`src/rtl/core/owvsr_pkg.sv`:
```
// Shared types, constants and register indexes of the omni wheel velocity to step rate block.
`default_nettype none
package owvsr_pkg;

    localparam int TIMER_HZ_DEF  = 312500;
    localparam int VEL_FRAC_DEF  = 12;
    localparam int COS30_Q16     = 56756;
    localparam int NUM_WHEELS    = 3;
    // Surface speed width (signed) and its magnitude width.
    localparam int S_W           = 34;
    localparam int MAG_W         = 33;
    // Shared divider width, covers |s| * ticks_per_radian.
    localparam int DIV_W         = 49;
    localparam int MUL_A_W       = 24;
    localparam int MUL_B_W       = 17;
    localparam int PROD_W        = MUL_A_W + MUL_B_W;
    localparam int ACC_W         = 2 * MUL_A_W + MUL_B_W + 1;
    localparam int Q_DEPTH       = 2;

    typedef enum logic [2:0] {
        REG_HUB_DIST,
        REG_TIRE_RAD,
        REG_TICKS_PER_RADIAN,
        REG_RATE_LIMIT,
        REG_RATE_FLOOR,
        REG_ADDR_FRONT,
        REG_ADDR_LEFT,
        REG_ADDR_RIGHT
    } reg_idx_t;

    typedef struct packed {
        logic [15:0] hub_dist;
        logic [15:0] tire_rad;
        logic [15:0] ticks_per_radian;
        logic [15:0] rate_limit;
        logic [15:0] rate_floor;
        logic [7:0]  addr_front;
        logic [7:0]  addr_left;
        logic [7:0]  addr_right;
    } cfg_t;

    localparam cfg_t CFG_RESET = '{
        hub_dist:         16'd9830,
        tire_rad:         16'd2621,
        ticks_per_radian: 16'd8149,
        rate_limit:       16'd2000,
        rate_floor:       16'd10,
        addr_front:       8'd1,
        addr_left:        8'd2,
        addr_right:       8'd3
    };

    // One classified command: three wheel surface speeds and the body velocities.
    typedef struct packed {
        logic [NUM_WHEELS-1:0][S_W-1:0] s;
        logic [15:0]                    vf;
        logic [15:0]                    vl;
        logic [15:0]                    tr;
    } cmd_t;

    typedef enum logic [3:0] {
        ST_IDLE,
        ST_LOAD,
        ST_MLO,
        ST_MHI,
        ST_ACC,
        ST_POST,
        ST_DIV,
        ST_KDIV,
        ST_DONE
    } back_state_t;

    typedef enum logic [1:0] {
        PH_RATE,
        PH_SCALE,
        PH_VEL
    } phase_t;

endpackage
`default_nettype wire

```
`src/rtl/core/owvsr_fifo.sv`:
```
// Short command queue between the front and back stages.
`default_nettype none
module owvsr_fifo (
    input  wire logic            aclk,
    input  wire logic            aresetn,
    input  wire logic            push_valid,
    output logic                 push_ready,
    input  wire owvsr_pkg::cmd_t push_data,
    output logic                 pop_valid,
    input  wire logic            pop_ready,
    output owvsr_pkg::cmd_t      pop_data
);
    localparam int DEPTH = owvsr_pkg::Q_DEPTH;
    localparam int PW    = $clog2(DEPTH);
    localparam int CW    = $clog2(DEPTH + 1);

    owvsr_pkg::cmd_t mem_reg [DEPTH];
    logic [PW-1:0]   wr_ptr_reg;
    logic [PW-1:0]   rd_ptr_reg;
    logic [CW-1:0]   count_reg;
    logic            do_push;
    logic            do_pop;

    assign push_ready = (count_reg != CW'(DEPTH));
    assign pop_valid  = (count_reg != '0);
    assign pop_data   = mem_reg[rd_ptr_reg];
    assign do_push    = push_valid && push_ready;
    assign do_pop     = pop_valid && pop_ready;

    always_ff @(posedge aclk) begin
        if (do_push) begin
            mem_reg[wr_ptr_reg] <= push_data;
        end
    end

    always_ff @(posedge aclk) begin
        if (!aresetn) begin
            wr_ptr_reg <= '0;
            rd_ptr_reg <= '0;
            count_reg  <= '0;
        end else begin
            if (do_push) begin
                wr_ptr_reg <= (wr_ptr_reg == PW'(DEPTH - 1)) ? '0 : wr_ptr_reg + 1'b1;
            end
            if (do_pop) begin
                rd_ptr_reg <= (rd_ptr_reg == PW'(DEPTH - 1)) ? '0 : rd_ptr_reg + 1'b1;
            end
            if (do_push && !do_pop) begin
                count_reg <= count_reg + 1'b1;
            end else if (do_pop && !do_push) begin
                count_reg <= count_reg - 1'b1;
            end
        end
    end

endmodule
`default_nettype wire

```
`config.mk`:
```
export PLATFORM = sky130hd
export DESIGN_NAME = owvsr_fifo
export DESIGN_NICKNAME = d
export VERILOG_FILES = /design/src/rtl/core/owvsr_pkg.sv /design/src/rtl/core/owvsr_fifo.sv
export SDC_FILE = /design/constraint.sdc
export NUM_CORES = 1
export LEC_CHECK = 0
export BUFFER_PORTS_ARGS = -buffer_cell sky130_fd_sc_hd__buf_4
export CAP_MARGIN = 20
export CORE_ASPECT_RATIO = 0.8
export CORE_MARGIN = 8
export CORE_UTILIZATION = 52
export DETAILED_ROUTE_END_ITERATION = 16
export PLACE_DENSITY = 0.77
export SYNTH_ARGS = -nofsm -noshare
export SYNTH_HDL_FRONTEND = slang
export SYNTH_SLANG_ARGS = --single-unit
```
`constraint.sdc`:
```
create_clock -name aclk -period 6.3 [get_ports aclk]
set_clock_uncertainty 0.15 [all_clocks]
set_input_delay 1.26 -clock aclk [delete_from_list [all_inputs] [get_ports aclk]]
set_output_delay 1.26 -clock aclk [all_outputs]
set_load 0.02 [all_outputs]
```
-- Word level (Yosys, flattened, before mapping)
Memories as Yosys holds them, arrays and structs flattened. A register that Yosys moved wholly into a read port is not among the register bits.
Cells that the tools add are included.
- multiplexer cells: 8
- $add $sub $neg: 4
- reductions and logical operators: 8
- equality and inequality tests: 1
- operators with widths (operator ; number):
    two-way mux 1 bit ; 6
    logical AND 1 bit ; 4
    two-way mux 2 bit ; 2
    nonzero test 2 bit ; 2
    adder 1 bit (second input constant) ; 2
    adder 2 x 1 -> 2 bit (second input constant) ; 1
    logical NOT 1 bit ; 2
    != test 2 bit (second input constant) ; 1
    subtractor 2 x 1 -> 2 bit (second input constant) ; 1
- bits in writable memories: 300
- logic and storage cells: 25
- memories kept: 1
- bits in registers: 4
- memory list (name ; words ; width ; read ports ; clocked after memory_dff ; wr ports ; line ; RTL):
    mem_reg ; 2 ; 150 ; 1 ; 1 ; 1 ; owvsr_fifo.sv:17 ; owvsr_pkg::cmd_t mem_reg [DEPTH];

-- Longest topological paths before layout
- depth in word-level cells: 6
- mapped depth: 6
- depth with buffers taken out: 6

-- Worst setup path after synthesis
Ideal clock, no wire load.
- path kind: in2reg
- start: input push_valid
- end: memory mem_reg[1][0] (netlist bit) (enable)
- cell stages on the path: 1
- buffers on the path: 0
- arrival: 4.752 ns
- data required time: 5.622 ns
- library setup time: 0.528 ns
- slack: 0.869 ns
- path through: and3_1
- cells in the longest elaborated chain, start to end: 3
- ends and longest elaborated chain (item ; line ; RTL):
    start, declared ; owvsr_fifo.sv:6 ; input wire logic push_valid,
    logical AND 1 bit ; owvsr_fifo.sv:27 ; assign do_push = push_valid && push_ready;
    two-way mux 1 bit ; owvsr_fifo.sv:31 ; if (do_push) begin
    two-way mux 1 bit (not written as such) ; owvsr_fifo.sv:32 ; mem_reg[wr_ptr_reg] <= push_data;
    end, declared ; owvsr_fifo.sv:17 ;
Every way passes these cells.

==> run metrics <==
layout cells sized above 1 0.605; status completed; # Post-CTS Setup Buffers 0; fillers 1378; Syn Nets 646; depth of the CTS H-tree 1; maximum vdd ir drop 0.346 mV; Layout Nets 971; Synth area leaders edfxtp_1, mux2_4, mux2_2; vias 5712; Core Area 21600 sq um; I/O Pins 306; RSZ-0062 raised after global routing no; Max FO, Critical Path 51; HPWL after DPL 16.8 mm; CP startpoint kind register; mapped cell area 11500 sq um; number of flip-flops in the largest register 300; min-delay worst type reg2reg; DP Cell Count 1059; First-pass DRT Iterations 4; All-Layer GR Usage 0.169; CTS root buffer clkbuf_16; Worst Tran Pin Value 1.02 ns; post-synth top area share 0.785; CTS tree built; area of the multi-input gates 2210 sq um; Synth async-reset ratio 0; top_reg_cell synth edfxtp_1; crit path DAT 2.62 ns; Yosys reg bits 305; CP endpoint kind output port; hold-fix buffers at CTS 0; GRT overflow 0; final worst path period share 0.640; largest area contributor in the netlist edfxtp_1; Slew Viols, Final 0; Max Cap Viol 0; vias in the first global route 6137; Num CTS Buffers 30; setup violators final 0; die area 27100 sq um; Ant. Diodes 0; Syn-to-layout area delta 30.0%; total power 6.17 mW; Final Hold Viols 0; first-pass GRT wire length 35.4 mm; Core Util, Final 0.690; gpl congestion 0.778; initial antenna violation count 0; sequential element share of the synthesized area 0.793; commonest cells after routing, fill and taps aside buf_4, edfxtp_1, mux2_4; Leak 5.74 nW; Max clock buf depth 3; CTS Sinks 305; Worst slew margin 0.319; mean routed wirelength per cell 21.8 microns; TNS Setup 0 ns; Post-synth EDFFs 300; Die Wd 182 microns; DRT Wirelength 24.2 mm; clock latency at the later pin of the worst-skew pair 0.54 ns; Avg Inst Size Synth 23.4 sq um; Fin Hold WS 0.438 ns; library cells used by synthesis 22; post-cts resize count 0; max frequency 248 MHz; initial cell density of the core 0.531; Reg clk slew, reported paths 0.06 ns; DR DRC count 0; Iter 0 DRT Violations 312; cell row count 48; largest net degree at the start of global routing 110; Die H 149 microns; Syn Inst Count 491; Finished Layout Cells 1114; post-route ant nets 0; commonest non-fill, non-tap cell in the layout buf_4; register area 9110 sq um; clock period minus worst slack 4.03 ns; warnings from Yosys 0; PortBufs 305; pwr dens 413 nW/um^2; required time of the critical path 4.89 ns; drt via density 5.13; CP Class reg2out
## area by class of cell
cell class                 count  area share
multi-input combinational    168       0.148
tap                          275      0.0231
sequential                   305       0.611
timing repair buffer         310       0.157
clock inverter                19     0.00771
clock buffer                  36      0.0532
inverter                       1    0.000587
## routing by layer
| metal | global-route usage | vias to the layer above | wire [microns] |
|---|---|---|---|
| met5 | 0 | - | 0 |
| met4 | 0.0479 | 0 | 597 |
| met3 | 0.0623 | 37 | 2160 |
| met2 | 0.287 | 238 | 11800 |
| met1 | 0.201 | 2826 | 9720 |
| li1 | - | 2611 | - |
## path summary, 6_finish.rpt
check                            startpoint                        end  slack, ns  cells after the start
setup / recovery                   register              pop_data[130]       2.27                      3
hold / removal    count_reg[1]$_SDFFE_PN0P_  count_reg[1]$_SDFFE_PN0P_       0.44                      2
setup reg to reg  count_reg[0]$_SDFFE_PN0P_   mem_reg[0][67]$_DFFE_PP_       3.56                      4
hold reg to reg   count_reg[1]$_SDFFE_PN0P_  count_reg[1]$_SDFFE_PN0P_       0.44                      2
## worst max-delay path: stages (launching register included)
cell	delay (ns)
dfxtp_4	0.91
buf_4	0.59
mux2_2	0.41
buf_4	0.16
## cell families after synthesis
| group | after synthesis | share of synthesized area |
|---|---|---|
| flops | 305 | 0.793 |
| mux | 150 | 0.180 |
| buf+inv | 18 | 0.0146 |
| simple gates | 9 | 0.00567 |
| compound gates | 5 | 0.00305 |
| xor+xnor | 3 | 0.00229 |
| fa+ha+maj | 1 | 0.00109 |
## power by group
part	switching (mW)	internal, mW	leakage [nW]
sequential	0.123	2.54	2.84
clock	0.704	0.933	0.446
combinational	0.954	0.914	2.45
## cell usage after synthesis (2+ instances only)
cell        n
edfxtp_1  300
xnor2_1     2
and2_1      4
mux2_2     50
mux2_4    100
buf_6      11
dfxtp_1     5
buf_2       5
## per-stage QoR
step | worst slack (ns) | instance area [sq um]
finish | 2.27 | 14900
global route | 2.09 | 14900
CTS | 2.17 | 14900
detailed placement | 2.76 | 14000
global placement | 2.83 | 14000
floorplan | 0.869 | 11500
Power figures use the tool's default switching activity.
