==> src/rtl/core/owvsr_pkg.sv <==
// Shared types, constants and register indexes of the omni wheel velocity to step rate block.
`default_nettype none
package owvsr_pkg;

    localparam int TIMER_HZ_DEF  = 312500;
    localparam int VEL_FRAC_DEF  = 12;
    localparam int COS30_Q16     = 56756;
    localparam int NUM_WHEELS    = 3;
    // Surface speed width (signed) and its magnitude width.
    localparam int S_W           = 34;
    localparam int MAG_W         = 33;
    // Shared divider width, covers |s| * ticks_per_radian.
    localparam int DIV_W         = 49;
    localparam int MUL_A_W       = 24;
    localparam int MUL_B_W       = 17;
    localparam int PROD_W        = MUL_A_W + MUL_B_W;
    localparam int ACC_W         = 2 * MUL_A_W + MUL_B_W + 1;
    localparam int Q_DEPTH       = 2;

    typedef enum logic [2:0] {
        REG_HUB_DIST,
        REG_TIRE_RAD,
        REG_TICKS_PER_RADIAN,
        REG_RATE_LIMIT,
        REG_RATE_FLOOR,
        REG_ADDR_FRONT,
        REG_ADDR_LEFT,
        REG_ADDR_RIGHT
    } reg_idx_t;

    typedef struct packed {
        logic [15:0] hub_dist;
        logic [15:0] tire_rad;
        logic [15:0] ticks_per_radian;
        logic [15:0] rate_limit;
        logic [15:0] rate_floor;
        logic [7:0]  addr_front;
        logic [7:0]  addr_left;
        logic [7:0]  addr_right;
    } cfg_t;

    localparam cfg_t CFG_RESET = '{
        hub_dist:         16'd9830,
        tire_rad:         16'd2621,
        ticks_per_radian: 16'd8149,
        rate_limit:       16'd2000,
        rate_floor:       16'd10,
        addr_front:       8'd1,
        addr_left:        8'd2,
        addr_right:       8'd3
    };

    // One classified command: three wheel surface speeds and the body velocities.
    typedef struct packed {
        logic [NUM_WHEELS-1:0][S_W-1:0] s;
        logic [15:0]                    vf;
        logic [15:0]                    vl;
        logic [15:0]                    tr;
    } cmd_t;

    typedef enum logic [3:0] {
        ST_IDLE,
        ST_LOAD,
        ST_MLO,
        ST_MHI,
        ST_ACC,
        ST_POST,
        ST_DIV,
        ST_KDIV,
        ST_DONE
    } back_state_t;

    typedef enum logic [1:0] {
        PH_RATE,
        PH_SCALE,
        PH_VEL
    } phase_t;

endpackage
`default_nettype wire

==> src/rtl/core/owvsr_front.sv <==
// Front stage: takes commands and forms the three wheel surface speeds.
`default_nettype none
module owvsr_front (
    input  wire logic               aclk,
    input  wire logic               aresetn,
    input  wire owvsr_pkg::cfg_t    cfg,
    input  wire logic               s_valid,
    output logic                    s_ready,
    input  wire logic [15:0]        s_vel_forward,
    input  wire logic [15:0]        s_vel_left,
    input  wire logic [15:0]        s_turn_rate,
    output logic                    push_valid,
    input  wire logic               push_ready,
    output owvsr_pkg::cmd_t         push_data
);
    localparam int SW = owvsr_pkg::S_W;

    logic               v1_reg;
    logic signed [32:0] rot_reg;
    logic signed [32:0] c_reg;
    logic [15:0]        vf_reg;
    logic [15:0]        vl_reg;
    logic [15:0]        tr_reg;

    logic signed [SW-1:0] rot_x;
    logic signed [SW-1:0] c_x;
    logic signed [SW-1:0] vl_x;

    assign s_ready = !v1_reg || push_ready;

    always_ff @(posedge aclk) begin
        if (!aresetn) begin
            v1_reg <= 1'b0;
        end else if (s_ready) begin
            v1_reg <= s_valid;
        end
    end

    always_ff @(posedge aclk) begin
        if (s_ready && s_valid) begin
            rot_reg <= $signed(s_turn_rate) * $signed({1'b0, cfg.hub_dist});
            c_reg   <= $signed(s_vel_forward) * $signed(17'(owvsr_pkg::COS30_Q16));
            vf_reg  <= s_vel_forward;
            vl_reg  <= s_vel_left;
            tr_reg  <= s_turn_rate;
        end
    end

    assign rot_x = SW'(rot_reg);
    assign c_x   = SW'(c_reg);
    assign vl_x  = SW'($signed(vl_reg));

    assign push_valid   = v1_reg;
    assign push_data.s[0] = rot_x + (vl_x <<< 16);
    assign push_data.s[1] = rot_x - c_x - (vl_x <<< 15);
    assign push_data.s[2] = rot_x + c_x - (vl_x <<< 15);
    assign push_data.vf = vf_reg;
    assign push_data.vl = vl_reg;
    assign push_data.tr = tr_reg;

endmodule
`default_nettype wire

==> config.mk <==
export PLATFORM = sky130hd
export DESIGN_NAME = owvsr_front
export DESIGN_NICKNAME = d
export VERILOG_FILES = /design/src/rtl/core/owvsr_pkg.sv /design/src/rtl/core/owvsr_front.sv
export SDC_FILE = /design/constraint.sdc
export NUM_CORES = 1
export LEC_CHECK = 0
export ABC_AREA = 1
export BUFFER_PORTS_ARGS = -buffer_cell sky130_fd_sc_hd__buf_2
export CAP_MARGIN = 0
export CORE_MARGIN = 5
export CORE_UTILIZATION = 30
export DETAILED_ROUTE_END_ITERATION = 6
export PLACE_DENSITY = 0.51
export SLEW_MARGIN = 20
export SYNTH_ARGS = -nofsm -noshare
export SYNTH_HDL_FRONTEND = slang
export SYNTH_SLANG_ARGS = --single-unit
export TNS_END_PERCENT = 50
==> constraint.sdc <==
create_clock -name aclk -period 9.6 [get_ports aclk]
set_input_delay 1.92 -clock aclk [delete_from_list [all_inputs] [get_ports aclk]]
set_output_delay 1.92 -clock aclk [all_outputs]
set_load 0.005 [all_outputs]
== Word level (Yosys, flattened, before mapping) ==
Index checks and enable logic that the tools add are counted.

* $add $sub $neg: 5
* Multiply operators: 2
* Reductions and logical operators: 3

{| class="wikitable"
|+ Operator list
! operator !! number
|-
| subtractor 34 x 31 -> 34 bit || 2
|-
| adder 33 x 32 -> 34 bit || 1
|-
| adder 33 x 33 -> 34 bit || 1
|-
| subtractor 33 x 33 -> 34 bit || 1
|-
| multiplier 16 x 17 -> 33 bit || 1
|-
| multiplier 16 x 15 -> 31 bit, second input constant || 1
|-
| logical AND 1 bit || 1
|-
| zero test 1 bit || 1
|-
| logical OR 1 bit || 1
|}

* Register bits after elaboration: 113
* Input bits: 156
* Output and inout bits: 152
* Logic and storage cells: 16

== Longest topological paths before layout ==
Gate-level depths: netlist of the first run.

* Depth in word-level cells: 3
* Mapped depth: 25
* Mapped depth without buffers: 23

== Least setup slack after synthesis of the first run ==
OpenSTA, ideal clock, no wires.

* Path kind: input to register
* From: input port s_valid
* To: register c_reg[10] (enable)
* Setup time: 0.615 ns
* Arrival: 7.262 ns
* Data required time: 8.985 ns
* Setup slack: 1.724 ns
* Cell stages on the path: 2
* Path buffers: 0
* Cell sequence: inv_1 > a21oi_1

* Word-level cells in the longest chain between the ends: 1

{| class="wikitable"
|+ RTL lines
! item !! line !! source
|-
| start: declaration || owvsr_front.sv:7 || <nowiki>input wire logic s_valid,</nowiki>
|-
| logical AND 1 bit || owvsr_front.sv:40 || <nowiki>if (s_ready && s_valid) begin</nowiki>
|-
| end signal: assignment || owvsr_front.sv:42 || <nowiki>c_reg <= $signed(s_vel_forward) * $signed(17'(owvsr_pkg::COS30_Q16));</nowiki>
|-
| end: declaration || owvsr_front.sv:20 || <nowiki>logic signed [32:0] c_reg;</nowiki>
|}

Every way passes these cells.
A chain may end at the register's enable or synchronous reset.

== Final worst setup path of the first run ==
* From: input port cfg[95] (netlist bit)
* To: register rot_reg[32] (data pin)

* Word-level cells in the longest chain between the ends: 1

{| class="wikitable"
|+ RTL lines
! item !! line !! source
|-
| start: declaration || owvsr_front.sv:6 || <nowiki>input wire owvsr_pkg::cfg_t cfg,</nowiki>
|-
| multiplier 16 x 17 -> 33 bit || owvsr_front.sv:41 || <nowiki>rot_reg <= $signed(s_turn_rate) * $signed({1'b0, cfg.hub_dist});</nowiki>
|-
| end signal: assignment || owvsr_front.sv:41 ||
|-
| end: declaration || owvsr_front.sv:19 || <nowiki>logic signed [32:0] rot_reg;</nowiki>
|}

Every way passes these cells.

==> summary.md, run 1 <==
| Metric | Value |
|---|---|
| Status | finished clean |
| Clk_skew | 0.01616 ns |
| DIE AREA | 94600 µm² |
| Vias in the first global route | 22567 |
| Setup TNS | 0 ns |
| Post-CTS Setup Inserts | 0 |
| Core Rows | 109 |
| Die Ht | 307.6 µm |
| Dominant cells by area after synthesis | fa_1 (27%), inv_1 (16%), nand2_1 (16%), ha_1 (16%), edfxtp_1 (12%) |
| Slew Limit Fails | 0 |
| Slew HR | 46.71% |
| IO Pins | 308 |
| Routability cong. | 0.9296 |
| Period utilization | 72.52% |
| Synth Instances | 3724 |
| Sequential area share after synthesis | 12.51% |
| WS Path Type | in -> reg |
| Largest register FFs | 33 |
| Port bufs | 219 |
| Synth Flop Type | edfxtp_1 |
| Die width | 307.6 µm |
| Synth Net Count | 4565 |
| Setup crit start kind | input pin |
| Final ANT Viol Nets | 0 |
| Critical Path RT | 9.78 ns |
| Top-area cell type share of the netlist area | 26.53% |
| CTS tree | built |
| FF+latch count, synth | 111 |
| Area Overhead vs Synth | 9.457% |
| DP Wirelength | 64750 µm |
| Antenna violations before repair | 1 |
| Achievable Freq | 143.6 MHz |
| H-tree depth | 3 |
| Via/cell ratio | 4.296 |
| Drt pass-1 iters | 5 |
| Tmin final | 6.962 ns |
| RSZ-0062 raised after global routing | false |
| CTS root buf | clkbuf_16 |
| Crit path arrival time | 7.14 ns |
| Worst Path Max Fanout | 16 |
| Tot GR Track Use | 16.41% |
| Ant diodes | 0 |
| Top cell type by total area after synthesis | fa_1 |
| Max-cap violations | 0 |
| CTS resizes | 0 |
| Syn Area/Cell | 7.134 µm² |
| Final Hold Vio Count | 0 |
| CTS Sinks | 111 |
| Residual DRC count | 0 |
| 1st-iter DRT viols | 1059 |
| YS warnings | 0 |
| Proportion of layout cells with a drive suffix above 1 | 6.775% |
| CP Capture Type | register |
| Average routed wire per standard cell | 14.98 µm |
| Worst-Margin Slew | 0.7994 ns |
| Number of buffers created by CTS | 9 |
| Via count | 21681 |
| Async S/R FF share, synth | 0% |
| Clock Latency Late Sink | 0.43 ns |
| Post-Syn Area | 26570 µm² |
| Synth cell types | 34 |
| Routed WL | 75610 µm |
| GRT overflow | 0 |
| Post-synth EDFFs | 110 |
| Nets | 4718 |
| Clock tree buffer depth | 2 |
| Final Setup Violations | 0 |
| First-pass GRT wire length | 122300 µm |
| Post-CTS Hold Fix Bufs | 0 |
| Starting Density | 30.15% |
| Largest net degree at the start of global routing | 111 |
| Hold Path Class | reg -> reg |
| Core ar. | 88100 µm² |
| Worst-path clk slew | 0.09 ns |
routing by layer:
| metal | GRT usage [%] | share of wire [%] |
|---|---|---|
| met3 | 1.430 | 3.4 |
| met4 | 4.152 | 2.2 |
| met5 | 0 | 0 |
| met1 | 22.48 | 47 |
| met2 | 28.14 | 47 |
metrics by stage:
step | std cells | area, µm² | setup WS, ns | util, % | hold WS (ns)
2_1_floorplan | 3724 | 26570 | 1.724 | - | 0.5229
3_3_place_gp | 5031 | 28780 | 2.210 | 32.66 | 0.5364
3_5_place_dp | 5031 | 28780 | 2.174 | 32.66 | 0.5337
4_1_cts | 5047 | 29080 | 2.627 | 33.00 | 0.5501
5_1_grt | 5047 | 29080 | 2.282 | 33.00 | 0.6169
6_report | 5047 | 29080 | 2.638 | 33.00 | 0.5458
critical path: stages:
cell     delay, ns
buf_2         0.43
nand2_1       0.16
fa_1          0.55
inv_1         0.06
fa_1          0.50
inv_1         0.06
fa_1          0.53
inv_1         0.05
fa_1          0.47
fa_1          0.50
inv_1         0.06
fa_1          0.50
inv_1         0.04
ha_1          0.36
nand2_1       0.11
nor2_2        0.20
and2_1        0.16
nand2_1       0.05
nand2_1       0.18
nand2_1       0.10
nand3_1       0.08
nand2_1       0.07
final timing paths:
check,from,endpoint,slack [ns],cells past startpoint
max,cfg[95],rot_reg[32],2.64,22
min,push_valid,push_valid,0.55,2
max reg2reg,push_valid,vl_reg[9],8.07,2
min reg2reg,push_valid,push_valid,0.55,2
logic make-up after synthesis:
logic type / count (synthesis) / share of synthesized area, %
AND/OR/NAND/NOR: 1494 / 22.41
adder cells (fa/ha/maj): 685 / 42.21
buffers and inverters: 1225 / 17.62
flip-flops: 111 / 12.51
XOR/XNOR: 78 / 2.572
AO/OA/AOI/OAI: 131 / 2.675
area by class of cell:
type | instances | area [µm²]
Clock buffer | 9 | 225.2
Clock inverter | 7 | 77.57
Fill cell | 9680 | 59020
Inverter | 1147 | 4305
Multi-Input combinational cell | 2388 | 18570
Sequential cell | 111 | 3323
Tap cell | 1165 | 1458
Timing Repair Buffer | 220 | 1116
Yosys cell counts (11+ instances only):
cell type / instances
a21oi_1: 97
buf_4: 22
clkbuf_1: 55
edfxtp_1: 110
fa_1: 352
ha_1: 333
inv_1: 1147
nand2_1: 1123
nand3_1: 127
nand4_1: 21
nor2_1: 169
nor3_1: 15
o21bai_1: 11
xnor2_1: 13
xor2_1: 65
cell usage in the layout (no fill, tap or decap), types with 7 or more instances in the layout:
cell type / netlist / layout
a21o_1: 7 / 7
a21oi_1: 97 / 96
and2_1: 7 / 7
buf_2: 0 / 219
clkbuf_16: 0 / 9
edfxtp_1: 110 / 110
fa_1: 352 / 352
ha_1: 333 / 333
inv_1: 1147 / 1147
nand2_1: 1123 / 1123
nand2_2: 7 / 7
nand3_1: 127 / 127
nand4_1: 21 / 21
nor2_1: 169 / 169
nor2_2: 7 / 7
nor3_1: 15 / 15
o21ai_0: 8 / 8
o21bai_1: 11 / 11
or2_2: 8 / 8
xnor2_1: 13 / 13
xor2_1: 65 / 65
Power of run 1 is not shown: default switching activity piles up to over one toggle a cycle in this logic, so the estimate is an artifact.
==> run 2, diff against run 1 <==
==> constraint.sdc (replaced) <==
create_clock -name aclk -period 7.3 [get_ports aclk]
set_input_delay 1.46 -clock aclk [delete_from_list [all_inputs] [get_ports aclk]]
set_output_delay 1.46 -clock aclk [all_outputs]
set_load 0.005 [all_outputs]
==> run 2 against run 1 <==
  * Critical endpoint is now rot_reg[29]
  * Clock skew up 0.0092 ns
  * First-iteration DRC count rose by 9.4%
  * Hold slack better by 0.0071 ns
  * Flip-flop and latch count unchanged
  * Critical path depth fell by 2
  * Sequential share of layout area barely moved
  * Core utilization increased by 0.089 points
  * Final cell count up 0.22%
  * Design area is 0.27% higher
==> summary.md, run 2 (same netlist as run 1, synthesis figures left out) <==
| Metric | Value |
|---|---|
| Period utilization | 89.19% |
| Worst Path Max Fanout | 17 (+1) |
| CTS tree | built |
| Met3 usage | 1.320% (-0.11 points) |
| Slew HR | 48.61% (+1.9 points) |
| IO Pins | 308 (unchanged) |
| Average routed wire per standard cell | 15.14 µm (+1.0%) |
| Setup TNS | 0 ns (unchanged) |
| Largest net degree at the start of global routing | 54 (-51%) |
| Die width | 307.6 µm (unchanged) |
| Via count | 21617 (-0.30%) |
| Worst-path clk slew | 0.10 ns (about the same) |
| 1st-iter DRT viols | 1159 (+9.4%) |
| Max-cap violations | 0 (unchanged) |
| RSZ-0062 raised after global routing | false |
| Hold Path Class | reg -> reg |
| GRT busiest layer | met2 |
| Via/cell ratio | 4.274 (-0.51%) |
| CP Capture Type | register |
| Met2 Track Usage GR | 28.74% (+0.60 points) |
| Drt pass-1 iters | 6 (+1) |
| GRT overflow | 0 (unchanged) |
| Crit path arrival time | 6.65 ns (-0.49 ns) |
| DP Wirelength | 66130 µm (+2.1%) |
| Antenna violations before repair | 3 (+2) |
| Setup crit start kind | input pin |
| Die Ht | 307.6 µm (unchanged) |
| Critical Path RT | 7.44 ns (-2.34 ns) |
| Final Hold Vio Count | 0 (unchanged) |
| H-tree depth | 3 (unchanged) |
| CTS Sinks | 111 (unchanged) |
| Area Overhead vs Synth | 9.754% |
| Core Rows | 109 (unchanged) |
| Clock tree buffer depth | 2 (unchanged) |
| CTS resizes | 0 (unchanged) |
| Residual DRC count | 0 (unchanged) |
| Final ANT Viol Nets | 0 (unchanged) |
| Starting Density | 30.15% (unchanged) |
| Most frequent cells in the layout | inv_1 (1147), nand2_1 (1123), fa_1 (352) |
| Post-CTS Hold Fix Bufs | 0 (unchanged) |
| Slew Limit Fails | 0 (unchanged) |
| Post-CTS Setup Inserts | 0 (unchanged) |
| Routed WL | 76560 µm (+1.3%) |
| Most common cell after layout, fill and taps aside | inv_1 |
| Clk_skew | 0.02534 ns (+0.009171 ns) |
| Status | finished clean |
| Final Setup Violations | 0 (unchanged) |
| First-pass GRT wire length | 122700 µm (+0.35%) |
| Largest register FFs | 33 (unchanged) |
| Placed Cells | 5041 (+0.20%) |
| Tmin final | 6.511 ns |
| Port bufs | 219 (unchanged) |
| GRT met1 Usage | 22.57% (+0.090 points) |
| Non-Filler Instances | 5058 (+0.22%) |
| Design area | 29160 µm² (+0.27%) |
| Proportion of layout cells with a drive suffix above 1 | 7.014% (+0.24 points) |
| FILL cells | 9827 (+1.5%) |
| Achievable Freq | 153.6 MHz |
| Worst-Margin Slew | 0.7708 ns (-0.02854 ns) |
| Nets | 4728 (+0.21%) |
| Vias in the first global route | 22585 (+0.080%) |
| Clock Latency Late Sink | 0.41 ns (-0.02 ns) |
| CTS root buf | clkbuf_16 |
| DIE AREA | 94600 µm² (unchanged) |
| Core ar. | 88100 µm² (unchanged) |
| Dpl cell area | 28840 µm² (+0.22%) |
| Routability cong. | 0.9220 (-0.82%) |
| Number of buffers created by CTS | 9 (unchanged) |
| Tot GR Track Use | 16.49% (+0.075 points) |
| WS Path Type | in -> reg |
-- run 2: cell count changes in the layout (fill, tap and decap cells not counted), sizes merged --
cell / before / now
diode: 0 / 1
buf: 220 / 230
inv: 1149 / 1151
clkinv: 5 / 3
-- run 2: worst paths after layout --
| path | from | to | slack, ns | cells after the start |
|---|---|---|---|---|
| worst min-delay path | push_valid | push_valid | 0.55 | 2 |
| worst max-delay path | s_turn_rate[1] | rot_reg[29] | 0.79 | 20 |
| worst min register to register | push_valid | push_valid | 0.55 | 2 |
| worst max register to register | push_valid | tr_reg[10] | 5.48 | 2 |
-- run 2: cell type report --
class                   instances  area, µm²  share of cell area [%]
multi-input cells            2388      18570                   63.70
inverters                    1147       4305                   14.77
flip-flops and latches        111       3323                   11.40
well taps                    1165       1458                   4.999
repair buffers                230       1179                   4.042
clock buffers                   9      225.2                  0.7724
clock inverters                 7      91.34                  0.3133
diodes                          1      2.502                0.008583
-- run 2: worst max-delay path: stages --
cell and delay (ns):
buf_2 0.40, nand2_1 0.16, fa_1 0.53, fa_1 0.60, fa_1 0.45, fa_1 0.55
inv_1 0.05, fa_1 0.47, inv_1 0.05, fa_1 0.47, inv_1 0.04, ha_1 0.32
nand2_1 0.19, inv_1 0.06, a21oi_1 0.27, nand3_1 0.23, nand2_1 0.14, nand3_1 0.07
nand2_1 0.06, nand2_1 0.07
-- run 2: per-layer routing --
| metal | vias up | part of all wire, % |
|---|---|---|
| li1 | 11055 | - |
| met1 | 10187 | 48 |
| met2 | 325 | 48 |
| met3 | 50 | 3.0 |
| met4 | 0 | 1.7 |
| met5 | - | 0 |
-- run 2: metrics by stage --
stage	hold slack (ns)	utilization, %	worst slack [ns]
detailed placement	0.5387	32.73	0.3668
finish	0.5530	33.09	0.7890
floorplan	0.5358	-	0.8475
global placement	0.5322	32.73	0.4281
CTS	0.5545	33.09	0.8027
global route	0.6148	33.09	0.5244
Power of run 2 is left out for the same reason.
