## config.mk

```make
export PLATFORM = sky130hd
export DESIGN_NAME = owvsr_back
export DESIGN_NICKNAME = d
export VERILOG_FILES = /design/src/rtl/core/owvsr_pkg.sv /design/src/rtl/core/owvsr_div.sv /design/src/rtl/core/owvsr_back.sv
export SDC_FILE = /design/constraint.sdc
export NUM_CORES = 2
export LEC_CHECK = 0
export ABC_AREA = 1
export BUFFER_PORTS_ARGS = -buffer_cell sky130_fd_sc_hd__buf_4
export CORE_MARGIN = 1.5
export CORE_UTILIZATION = 35
export DETAILED_ROUTE_END_ITERATION = 8
export HOLD_SLACK_MARGIN = 0.08
export PLACE_DENSITY = 0.53
export REMOVE_ABC_BUFFERS = 1
export SLEW_MARGIN = 20
export SYNTH_ARGS = -nofsm -noshare
export SYNTH_HDL_FRONTEND = slang
export SYNTH_SLANG_ARGS = --single-unit
```

## constraint.sdc

```tcl
create_clock -name aclk -period 14.4 [get_ports aclk]
set_input_delay 1.44 -clock aclk [delete_from_list [all_inputs] [get_ports aclk]]
set_output_delay 1.44 -clock aclk [all_outputs]
set_load 0.005 [all_outputs]
```

## src/rtl/core/owvsr_pkg.sv

```systemverilog
// Shared types, constants and register indexes of the omni wheel velocity to step rate block.
`default_nettype none
package owvsr_pkg;

    localparam int TIMER_HZ_DEF  = 312500;
    localparam int VEL_FRAC_DEF  = 12;
    localparam int COS30_Q16     = 56756;
    localparam int NUM_WHEELS    = 3;
    // Surface speed width (signed) and its magnitude width.
    localparam int S_W           = 34;
    localparam int MAG_W         = 33;
    // Shared divider width, covers |s| * ticks_per_radian.
    localparam int DIV_W         = 49;
    localparam int MUL_A_W       = 24;
    localparam int MUL_B_W       = 17;
    localparam int PROD_W        = MUL_A_W + MUL_B_W;
    localparam int ACC_W         = 2 * MUL_A_W + MUL_B_W + 1;
    localparam int Q_DEPTH       = 2;

    typedef enum logic [2:0] {
        REG_HUB_DIST,
        REG_TIRE_RAD,
        REG_TICKS_PER_RADIAN,
        REG_RATE_LIMIT,
        REG_RATE_FLOOR,
        REG_ADDR_FRONT,
        REG_ADDR_LEFT,
        REG_ADDR_RIGHT
    } reg_idx_t;

    typedef struct packed {
        logic [15:0] hub_dist;
        logic [15:0] tire_rad;
        logic [15:0] ticks_per_radian;
        logic [15:0] rate_limit;
        logic [15:0] rate_floor;
        logic [7:0]  addr_front;
        logic [7:0]  addr_left;
        logic [7:0]  addr_right;
    } cfg_t;

    localparam cfg_t CFG_RESET = '{
        hub_dist:         16'd9830,
        tire_rad:         16'd2621,
        ticks_per_radian: 16'd8149,
        rate_limit:       16'd2000,
        rate_floor:       16'd10,
        addr_front:       8'd1,
        addr_left:        8'd2,
        addr_right:       8'd3
    };

    // One classified command: three wheel surface speeds and the body velocities.
    typedef struct packed {
        logic [NUM_WHEELS-1:0][S_W-1:0] s;
        logic [15:0]                    vf;
        logic [15:0]                    vl;
        logic [15:0]                    tr;
    } cmd_t;

    typedef enum logic [3:0] {
        ST_IDLE,
        ST_LOAD,
        ST_MLO,
        ST_MHI,
        ST_ACC,
        ST_POST,
        ST_DIV,
        ST_KDIV,
        ST_DONE
    } back_state_t;

    typedef enum logic [1:0] {
        PH_RATE,
        PH_SCALE,
        PH_VEL
    } phase_t;

endpackage
`default_nettype wire

```

## src/rtl/core/owvsr_div.sv

```systemverilog
// Restoring divider that resolves one quotient bit per cycle.
`default_nettype none
module owvsr_div (
    input  wire logic                          aclk,
    input  wire logic                          aresetn,
    input  wire logic                          start,
    input  wire logic [owvsr_pkg::DIV_W-1:0]   dividend,
    input  wire logic [owvsr_pkg::DIV_W-1:0]   divisor,
    output logic [owvsr_pkg::DIV_W-1:0]        quotient,
    output logic                               done
);
    localparam int DW = owvsr_pkg::DIV_W;
    localparam int CW = $clog2(DW);

    logic          busy_reg;
    logic          done_reg;
    logic [CW-1:0] cnt_reg;
    logic [DW-1:0] rem_reg;
    logic [DW-1:0] quo_reg;
    logic [DW-1:0] dsr_reg;
    logic [DW:0]   rem_sh;
    logic [DW:0]   diff;
    logic          qbit;

    assign rem_sh   = {rem_reg, quo_reg[DW-1]};
    assign diff     = rem_sh - {1'b0, dsr_reg};
    assign qbit     = (rem_sh >= {1'b0, dsr_reg});
    assign quotient = quo_reg;
    assign done     = done_reg;

    always_ff @(posedge aclk) begin
        if (!aresetn) begin
            busy_reg <= 1'b0;
            done_reg <= 1'b0;
        end else begin
            done_reg <= 1'b0;
            if (start) begin
                busy_reg <= 1'b1;
            end else if (busy_reg && cnt_reg == CW'(DW - 1)) begin
                busy_reg <= 1'b0;
                done_reg <= 1'b1;
            end
        end
    end

    always_ff @(posedge aclk) begin
        if (start) begin
            cnt_reg <= '0;
            rem_reg <= '0;
            quo_reg <= dividend;
            dsr_reg <= divisor;
        end else if (busy_reg) begin
            cnt_reg <= cnt_reg + 1'b1;
            rem_reg <= qbit ? diff[DW-1:0] : rem_sh[DW-1:0];
            quo_reg <= {quo_reg[DW-2:0], qbit};
        end
    end

endmodule
`default_nettype wire

```

## src/rtl/core/owvsr_back.sv

```systemverilog
// Back stage: sequences wheel rates, overspeed scaling, step periods, scaled body velocities and results.
`default_nettype none
module owvsr_back #(
    parameter int TIMER_HZ      = owvsr_pkg::TIMER_HZ_DEF,
    parameter int VEL_FRAC_BITS = owvsr_pkg::VEL_FRAC_DEF
) (
    input  wire logic            aclk,
    input  wire logic            aresetn,
    input  wire owvsr_pkg::cfg_t cfg,
    input  wire logic            q_valid,
    output logic                 q_ready,
    input  wire owvsr_pkg::cmd_t q_data,
    output logic                 m_valid,
    input  wire logic            m_ready,
    output logic [1:0]           m_wheel_index,
    output logic [7:0]           m_driver_address,
    output logic [15:0]          m_step_period,
    output logic                 m_forward_dir,
    output logic                 m_motor_on,
    output logic [15:0]          m_scaled_forward,
    output logic [15:0]          m_scaled_left,
    output logic [15:0]          m_scaled_turn,
    output logic                 m_last_wheel
);
    localparam int DW = owvsr_pkg::DIV_W;
    localparam int AW = owvsr_pkg::MUL_A_W;
    localparam int BW = owvsr_pkg::MUL_B_W;
    localparam int PW = owvsr_pkg::PROD_W;
    localparam int XW = owvsr_pkg::ACC_W;
    localparam int SW = owvsr_pkg::S_W;
    localparam int MW = owvsr_pkg::MAG_W;
    localparam logic [DW-1:0] PER_NUM = DW'(TIMER_HZ) << 8;

    owvsr_pkg::back_state_t state_reg, state_next;
    owvsr_pkg::phase_t      phase_reg;
    owvsr_pkg::cmd_t        cmd_reg;
    logic [1:0]             idx_reg;
    logic [2*AW-1:0]        opa_reg;
    logic [PW-1:0]          prod_reg;
    logic [XW-1:0]          acc_reg;
    logic [DW-1:0]          m_reg [3];
    logic [DW-1:0]          maxm_reg;
    logic [BW-1:0]          k_reg;
    logic [15:0]            per_reg [3];
    logic [2:0]             dir_reg;
    logic [2:0]             on_reg;
    logic [15:0]            vel_reg [3];

    logic [15:0]            ob_per_reg [3];
    logic [2:0]             ob_dir_reg;
    logic [2:0]             ob_on_reg;
    logic [15:0]            ob_vel_reg [3];
    logic                   ob_busy_reg;
    logic [1:0]             ob_cnt_reg;

    logic                   advance;
    logic                   last;
    logic                   div_start;
    logic [DW-1:0]          div_dvd;
    logic [DW-1:0]          div_dsr;
    logic [DW-1:0]          div_q;
    logic                   div_done;
    logic signed [SW-1:0]   s_cur;
    logic [SW-1:0]          s_neg;
    logic [MW-1:0]          s_abs;
    logic [15:0]            v_cur;
    logic [15:0]            v_abs;
    logic [15:0]            v_mag;
    logic [BW-1:0]          b_op;
    logic [23:0]            ms;
    logic                   ms_zero;
    logic [DW-1:0]          maxm_new;
    logic                   overspeed;
    logic [15:0]            wr_eff;
    logic [15:0]            per_sat;

    owvsr_div u_div (
        .aclk     (aclk),
        .aresetn  (aresetn),
        .start    (div_start),
        .dividend (div_dvd),
        .divisor  (div_dsr),
        .quotient (div_q),
        .done     (div_done)
    );

    assign q_ready = (state_reg == owvsr_pkg::ST_IDLE);
    assign last    = (idx_reg == 2'd2);
    assign s_cur   = $signed(cmd_reg.s[idx_reg]);
    assign s_neg   = -s_cur;
    assign s_abs   = s_cur[SW-1] ? s_neg[MW-1:0] : s_cur[MW-1:0];

    always_comb begin
        case (idx_reg)
            2'd0:    v_cur = cmd_reg.vf;
            2'd1:    v_cur = cmd_reg.vl;
            default: v_cur = cmd_reg.tr;
        endcase
    end

    assign v_abs     = v_cur[15] ? (~v_cur + 16'd1) : v_cur;
    assign v_mag     = acc_reg[31:16];
    assign b_op      = (phase_reg == owvsr_pkg::PH_RATE) ? BW'(cfg.ticks_per_radian) : k_reg;
    assign ms        = acc_reg[39:16];
    assign ms_zero   = (ms == '0);
    assign maxm_new  = (div_q > maxm_reg) ? div_q : maxm_reg;
    assign overspeed = (maxm_new > DW'({cfg.rate_limit, 8'h00}));
    assign wr_eff    = (cfg.tire_rad == '0) ? 16'd1 : cfg.tire_rad;
    assign per_sat   = (div_q[DW-1:16] != '0) ? 16'hFFFF : div_q[15:0];

    always_ff @(posedge aclk) begin
        if (!aresetn) begin
            state_reg <= owvsr_pkg::ST_IDLE;
        end else begin
            state_reg <= state_next;
        end
    end

    always_comb begin
        state_next = state_reg;
        advance    = 1'b0;
        div_start  = 1'b0;
        div_dvd    = '0;
        div_dsr    = '0;
        case (state_reg)
            owvsr_pkg::ST_IDLE: begin
                if (q_valid) begin
                    state_next = owvsr_pkg::ST_LOAD;
                end
            end
            owvsr_pkg::ST_LOAD: state_next = owvsr_pkg::ST_MLO;
            owvsr_pkg::ST_MLO:  state_next = owvsr_pkg::ST_MHI;
            owvsr_pkg::ST_MHI:  state_next = owvsr_pkg::ST_ACC;
            owvsr_pkg::ST_ACC:  state_next = owvsr_pkg::ST_POST;
            owvsr_pkg::ST_POST: begin
                case (phase_reg)
                    owvsr_pkg::PH_RATE: begin
                        div_start  = 1'b1;
                        div_dvd    = acc_reg[DW-1:0] >> VEL_FRAC_BITS;
                        div_dsr    = DW'(wr_eff);
                        state_next = owvsr_pkg::ST_DIV;
                    end
                    owvsr_pkg::PH_SCALE: begin
                        if (ms_zero) begin
                            advance = 1'b1;
                        end else begin
                            div_start  = 1'b1;
                            div_dvd    = PER_NUM;
                            div_dsr    = DW'(ms);
                            state_next = owvsr_pkg::ST_DIV;
                        end
                    end
                    default: advance = 1'b1;
                endcase
            end
            owvsr_pkg::ST_DIV: begin
                if (div_done) begin
                    advance = 1'b1;
                end
            end
            owvsr_pkg::ST_KDIV: begin
                if (div_done) begin
                    state_next = owvsr_pkg::ST_LOAD;
                end
            end
            owvsr_pkg::ST_DONE: begin
                if (!ob_busy_reg) begin
                    state_next = owvsr_pkg::ST_IDLE;
                end
            end
            default: state_next = owvsr_pkg::ST_IDLE;
        endcase
        if (advance) begin
            if (!last) begin
                state_next = owvsr_pkg::ST_LOAD;
            end else begin
                case (phase_reg)
                    owvsr_pkg::PH_RATE: begin
                        if (overspeed) begin
                            state_next = owvsr_pkg::ST_KDIV;
                            div_start  = 1'b1;
                            div_dvd    = DW'({cfg.rate_limit, 24'h000000});
                            div_dsr    = maxm_new;
                        end else begin
                            state_next = owvsr_pkg::ST_LOAD;
                        end
                    end
                    owvsr_pkg::PH_SCALE: state_next = owvsr_pkg::ST_LOAD;
                    default:             state_next = owvsr_pkg::ST_DONE;
                endcase
            end
        end
    end

    always_ff @(posedge aclk) begin
        if (!aresetn) begin
            phase_reg <= owvsr_pkg::PH_RATE;
            idx_reg   <= '0;
        end else begin
            if (state_reg == owvsr_pkg::ST_IDLE) begin
                phase_reg <= owvsr_pkg::PH_RATE;
                idx_reg   <= '0;
            end else if (advance) begin
                if (!last) begin
                    idx_reg <= idx_reg + 2'd1;
                end else begin
                    idx_reg <= '0;
                    case (phase_reg)
                        owvsr_pkg::PH_RATE:  phase_reg <= owvsr_pkg::PH_SCALE;
                        owvsr_pkg::PH_SCALE: phase_reg <= owvsr_pkg::PH_VEL;
                        default:             phase_reg <= owvsr_pkg::PH_RATE;
                    endcase
                end
            end
        end
    end

    always_ff @(posedge aclk) begin
        case (state_reg)
            owvsr_pkg::ST_IDLE: begin
                if (q_valid) begin
                    cmd_reg  <= q_data;
                    maxm_reg <= '0;
                    k_reg    <= BW'(1) << 16;
                end
            end
            owvsr_pkg::ST_LOAD: begin
                case (phase_reg)
                    owvsr_pkg::PH_RATE:  opa_reg <= (2*AW)'(s_abs);
                    owvsr_pkg::PH_SCALE: opa_reg <= m_reg[idx_reg][2*AW-1:0];
                    default:             opa_reg <= (2*AW)'(v_abs);
                endcase
            end
            owvsr_pkg::ST_MLO: begin
                prod_reg <= opa_reg[AW-1:0] * b_op;
            end
            owvsr_pkg::ST_MHI: begin
                acc_reg  <= XW'(prod_reg);
                prod_reg <= opa_reg[2*AW-1:AW] * b_op;
            end
            owvsr_pkg::ST_ACC: begin
                acc_reg <= acc_reg + (XW'(prod_reg) << AW);
            end
            owvsr_pkg::ST_POST: begin
                if (phase_reg == owvsr_pkg::PH_SCALE) begin
                    dir_reg[idx_reg] <= !s_cur[SW-1] && (s_cur != '0) && !ms_zero;
                    on_reg[idx_reg]  <= (ms > {cfg.rate_floor, 8'h00});
                    if (ms_zero) begin
                        per_reg[idx_reg] <= 16'hFFFF;
                    end
                end else if (phase_reg == owvsr_pkg::PH_VEL) begin
                    vel_reg[idx_reg] <= v_cur[15] ? (~v_mag + 16'd1) : v_mag;
                end
            end
            owvsr_pkg::ST_DIV: begin
                if (div_done) begin
                    if (phase_reg == owvsr_pkg::PH_RATE) begin
                        m_reg[idx_reg] <= div_q;
                        maxm_reg       <= maxm_new;
                    end else begin
                        per_reg[idx_reg] <= per_sat;
                    end
                end
            end
            owvsr_pkg::ST_KDIV: begin
                if (div_done) begin
                    k_reg <= div_q[BW-1:0];
                end
            end
            default: begin
            end
        endcase
    end

    // The finished command moves to the output bank so the next one can start.
    always_ff @(posedge aclk) begin
        if (state_reg == owvsr_pkg::ST_DONE && !ob_busy_reg) begin
            ob_per_reg <= per_reg;
            ob_dir_reg <= dir_reg;
            ob_on_reg  <= on_reg;
            ob_vel_reg <= vel_reg;
        end
    end

    always_ff @(posedge aclk) begin
        if (!aresetn) begin
            ob_busy_reg <= 1'b0;
            ob_cnt_reg  <= '0;
        end else if (state_reg == owvsr_pkg::ST_DONE && !ob_busy_reg) begin
            ob_busy_reg <= 1'b1;
            ob_cnt_reg  <= '0;
        end else if (ob_busy_reg && m_ready) begin
            if (ob_cnt_reg == 2'd2) begin
                ob_busy_reg <= 1'b0;
                ob_cnt_reg  <= '0;
            end else begin
                ob_cnt_reg <= ob_cnt_reg + 2'd1;
            end
        end
    end

    always_comb begin
        case (ob_cnt_reg)
            2'd0:    m_driver_address = cfg.addr_front;
            2'd1:    m_driver_address = cfg.addr_left;
            default: m_driver_address = cfg.addr_right;
        endcase
    end

    assign m_valid          = ob_busy_reg;
    assign m_wheel_index    = ob_cnt_reg;
    assign m_step_period    = ob_per_reg[ob_cnt_reg];
    assign m_forward_dir    = ob_dir_reg[ob_cnt_reg];
    assign m_motor_on       = ob_on_reg[ob_cnt_reg];
    assign m_scaled_forward = ob_vel_reg[0];
    assign m_scaled_left    = ob_vel_reg[1];
    assign m_scaled_turn    = ob_vel_reg[2];
    assign m_last_wheel     = (ob_cnt_reg == 2'd2);

endmodule
`default_nettype wire

```

**Word level (Yosys, flattened, before mapping)**

Memory sizes are Yosys's and may differ from the RTL's. A register that Yosys moved wholly into a read port is not among the register bits.
Index checks and enable logic that the tools add are counted.

- Order comparisons: 10
- Muxes and demuxes: 94
- Shifts and indexed selects: 0
- Equality and inequality tests: 28
- Divide/modulo/power cells: 0
- Reduce and logical (&&, ||, !) cells: 39
- $add $sub $neg: 8
- Bitwise logic cells: 7
- $mul: 2

Operator list:

| kind | count |
|---|---|
| two-way mux 49 bit | 15 |
| two-way mux 48 bit | 4 |
| case mux 48 bit (2 select lines) | 2 |
| case mux 66 bit (2 select lines) | 1 |
| two-way mux 16 bit | 7 |
| case mux 49 bit (2 select lines) | 1 |
| bitwise mux 48 bit | 2 |
| multiplier 24 x 17 -> 41 bit | 2 |
| case mux 41 bit (2 select lines) | 1 |
| case mux 37 bit (2 select lines) | 1 |
| binary-select mux 34 bit (select 2 bit) | 1 |
| adder 66 x 65 -> 66 bit | 1 |
| two-way mux 17 bit | 3 |
| >= comparator 50 x 49 -> 1 bit | 1 |
| > comparator 49 x 24 -> 1 bit | 1 |
| > comparator 49 bit | 1 |
| subtractor 49 bit | 1 |
| two-way mux 24 bit | 2 |
| OR 48 bit | 1 |
| case mux 24 bit (2 select lines) | 1 |
| two-way mux 37 bit | 1 |
| case mux 4 bit (9 select lines) | 1 |
| two-way mux 34 bit | 1 |
| case mux 17 bit (2 select lines) | 1 |
| 55 further kinds | 135 |

- Memory bits (writable): 147
- Output and inout bits: 79
- Bits in read-only memories: 0
- Word-level logic and storage cells: 227
- Latch bits: 0
- Bits in registers: 741
- Memories kept: 1
- Input port bits: 258

Memory list:

| memory | words | width | read ports | clocked after Yosys merged registers in | wr ports | line | text |
|---|---|---|---|---|---|---|---|
| m_reg | 3 | 49 | 1 | 1 | 1 | owvsr_back.sv:41 | `logic [DW-1:0] m_reg [3];` |

**Depth between registers and ports, before layout**

- Depth after elaboration: 9
- Depth in mapped cells: 38
- Depth with buffers taken out: 34

**Cells and area by module**

From an unflattened synthesis, not the netlist that was laid out.

- Cells, all modules: 8236
- Area total of the unflattened synthesis: 70114.7 sq um

By module, submodules not included:

| module | cells each | seq. area each (sq um) | area an instance (sq um) | times used |
|---|---|---|---|---|
| owvsr_back | 6547 | 20980.1 | 59186.8 | 1 |
| owvsr_div | 1689 | 4083.9 | 10928.0 | 1 |

**Worst setup path after synthesis**

No wires, ideal clock.

- Kind: input -> register
- Start: in q_valid
- End: reg cmd_reg[0] in the netlist's numbering, enable pin
- Stages: 2
- Arrival time: 7668 ps
- Required time: 13739 ps
- Path slack: 6070 ps
- Path through: inv_1 > nor2_1

- Word-level cells in the longest chain between the ends: 1

Ends and longest elaborated chain:

| item | line | text |
|---|---|---|
| from (decl) | owvsr_back.sv:10 | `input wire logic q_valid,` |
| AND reduction 2 bit (no source line) | n/a |  |
| to (signal assigned) | owvsr_back.sv:222 | `cmd_reg <= q_data;` |
| to (decl) | owvsr_back.sv:36 | `owvsr_pkg::cmd_t cmd_reg;` |

Every way passes these cells.
A chain may end at the register's enable or synchronous reset.

**Worst setup path in the final report**

- Start: reg phase_reg[1]
- End: reg prod_reg[37] (data pin)

- Word-level cells in the longest chain between the ends: 4

Ends and longest elaborated chain:

| item | line | text |
|---|---|---|
| from (decl) | owvsr_back.sv:35 | `owvsr_pkg::phase_t phase_reg;` |
| from (signal assigned) | owvsr_back.sv:197 | `phase_reg <= owvsr_pkg::PH_RATE;` |
| from (signal assigned) | owvsr_back.sv:201 | `phase_reg <= owvsr_pkg::PH_RATE;` |
| from (signal assigned) | owvsr_back.sv:209 | `owvsr_pkg::PH_RATE: phase_reg <= owvsr_pkg::PH_SCALE;` |
| logical NOT 2 bit * | owvsr_back.sv:103 | `assign b_op = (phase_reg == owvsr_pkg::PH_RATE) ? BW'(cfg.ticks_per_radian) : k_reg;` |
| two-way mux 17 bit * | owvsr_back.sv:103 |  |
| multiplier 24 x 17 -> 41 bit (on tied branches) | owvsr_back.sv:239, owvsr_back.sv:235 |  |
| case mux 41 bit (2 select lines) * | owvsr_back.sv:219 | `case (state_reg)` |
| to (signal assigned) | owvsr_back.sv:235 | `prod_reg <= opa_reg[AW-1:0] * b_op;` |
| to (signal assigned) | owvsr_back.sv:239 | `prod_reg <= opa_reg[2*AW-1:AW] * b_op;` |
| to (decl) | owvsr_back.sv:39 | `logic [PW-1:0] prod_reg;` |

Mark *: on every way between the ends. The rest lies on a longest branch, timed or not.

==> qor.yml <==
drt:
  viasPerCell: 5.06
  detail-route-antenna-nets: 0
  wire_per_inst_um: 21.8
  wirelength_um: 227000
  drc_errors: 0
  first_pass_iters: 6
  vias: 52600
  drt_iter0_markers: 4528
worst_setup_path:
  path_delay_family: "adder cells"
  critical_path_buf_inv_count: 9
  worstSetupPathType: "flop to flop"
  worstSetupEndpointType: "flop"
  path_max_fanout: 31
  crit_required_ns: 14.85
  start_kind: "flop"
  reg2reg_slack_ns: 5.33
  critPathMaxStageDelay_ns: 0.97
  crit_top_cell: "nand2_1"
  critPathArrivalTime_ns: 9.52
  cp_slowest_cell: "clkinv_1"
place:
  dp_hpwl_um: 173000
  io_buffer_count: 320
  gp_congestion: 0.954
sta:
  tightest_slew_ns: 1.10
  rsz0062_at_grt: "false"
  setup_viol: 0
  finalHoldViolations: 0
  fin_tns_setup_ns: 0
  relSlewSlack_pct: 26.3
  slew_violations: 0
  clock.fmax_mhz: 110
  min_period_over_period_pct: 63.0
  skew_ns: 0.0485
  post-route-min-period_ns: 9.07
global_routing:
  grt_pass1_wl_um: 338000
  antenna_found_initial: 7
  overflow: 0
  grt_pass1_vias: 52900
  grt_max_degree: 92
  gr-usage-all-layers_pct: 23.0
floorplan:
  die-height_um: 444
  pin_count: 337
  die_area_um2: 197000
  core_area_um2: 193000
  initial_core_util_pct: 35.2
  die_w_um: 444
  rows: 161
cells_and_area:
  largest_register_ffs: 150
  nets: 9090
  multi_input_area_um2: 36300
  drive_above_1_share_pct: 8.93
  seq_area_um2: 25100
  areaGrowthSynthToFinish_pct: 12.3
  nFillCells: 19200
yosys:
  syn-cell-area_um2: 67900
  ys_async_sr_fraction_pct: 0
  synth.top_cell.area_share_pct: 34.8
  yosysSeqAreaShare_pct: 36.9
  avgSynthCellArea_um2: 8.99
  synth_commonest_cells: "nand2_1, inv_1, edfxtp_1, nor2_1, fa_1"
  synth-edff-count: 788
  synth_seq_cells: 858
  syn_inst: 7556
  yosys_warnings: 0
  synth.most_common_cell: "nand2_1"
  synth_cell_types: 61
  synthFlopType: "edfxtp_1"
  ys_top_cells_by_area: "edfxtp_1, fa_1, nand2_1, inv_1, ha_1"
  synth_top_area_cell: "edfxtp_1"
hold_path:
  hold_path_class: "flop to flop"
clock_tree:
  cts_max_level: 3
  cts_setup_buffers: 0
  cts_tree: "yes"
  cts_root_buf: "clkbuf_16"
  clock_latency_ns: 0.73
  clock-sinks: 858
  clkTransAtPathRegs_ns: 0.07
  cts_resized: 0
  hold_buffers: 0
  numCtsBuffers: 92
  clock_path_buffers: 3
outcome:
  status: "completed"
flow_run:
  max_cap_violations: 0
## placed cells by master (no fill, tap or decap), types with 36 or more instances in the layout
master / count
clkbuf_16: 93
nor2_1: 705
fa_1: 660
inv_1: 1436
ha_1: 389
a21oi_2: 43
dfxtp_1: 70
nand3_1: 220
edfxtp_1: 788
o211ai_1: 56
clkinv_1: 36
nand2_1: 1642
xnor2_1: 39
o21ai_0: 326
xor2_1: 55
nor3_1: 40
a21oi_1: 365
buf_4: 410
## metrics by stage
step           hold WS (ns)  utilization, %  setup WS, ns  cell area [um^2]  cells
2_1_floorplan         0.400               -          3.99             66800   7278
3_3_place_gp          0.401            38.0          4.81             73200  10200
3_5_place_dp          0.405            38.0          4.78             73200  10200
4_1_cts               0.416            39.6          5.34             76300  10400
5_1_grt               0.422            39.6          4.86             76300  10400
6_report              0.414            39.6          5.33             76300  10400
## worst paths after layout
| check | start | to | cells past startpoint |
|---|---|---|---|
| setup / recovery | phase_reg[1]$_SDFFE_PP0P_ | prod_reg[37]$_DFFE_PP_ | 34 |
| hold reg to reg | vel_reg[16]$_DFFE_PP_ | m_scaled_left[0]$_DFFE_PP_ | 0 |
| hold / removal | vel_reg[16]$_DFFE_PP_ | m_scaled_left[0]$_DFFE_PP_ | 0 |
| setup reg to reg | phase_reg[1]$_SDFFE_PP0P_ | prod_reg[37]$_DFFE_PP_ | 34 |
## area by class of cell
class / count / area share, %
clock inverter: 54 / 0.827
inverter: 1473 / 7.25
timing repair buffer: 411 / 4.07
multi-input combinational: 4947 / 47.6
tap: 2526 / 4.14
sequential: 858 / 32.9
antenna: 6 / 0.0197
clock buffer: 118 / 3.23
## layer usage
layer / wire length [um] / part of all wire, % / vias to the layer above / GRT usage (%)
met2: 109000 / 48 / 1811 / 38.7
met3: 14500 / 6.4 / 310 / 3.13
li1: - / - / 24400 / -
met4: 8840 / 3.9 / 0 / 8.53
met5: 0 / 0 / - / 0
met1: 94200 / 42 / 26000 / 30.0
## logic make-up after synthesis
kind of cell / Yosys count / share of synthesized area (%)
AO/OA/AOI/OAI: 1039 / 9.04
XOR/XNOR: 94 / 1.21
adder cells (fa/ha/maj): 1049 / 26.6
buffers and inverters: 1751 / 9.88
flip-flops: 858 / 36.9
multiplexers: 2 / 0.0313
AND/OR/NAND/NOR: 2763 / 16.3
Power is not shown: default switching activity piles up to over one toggle a cycle in this logic, so the estimate is an artifact.
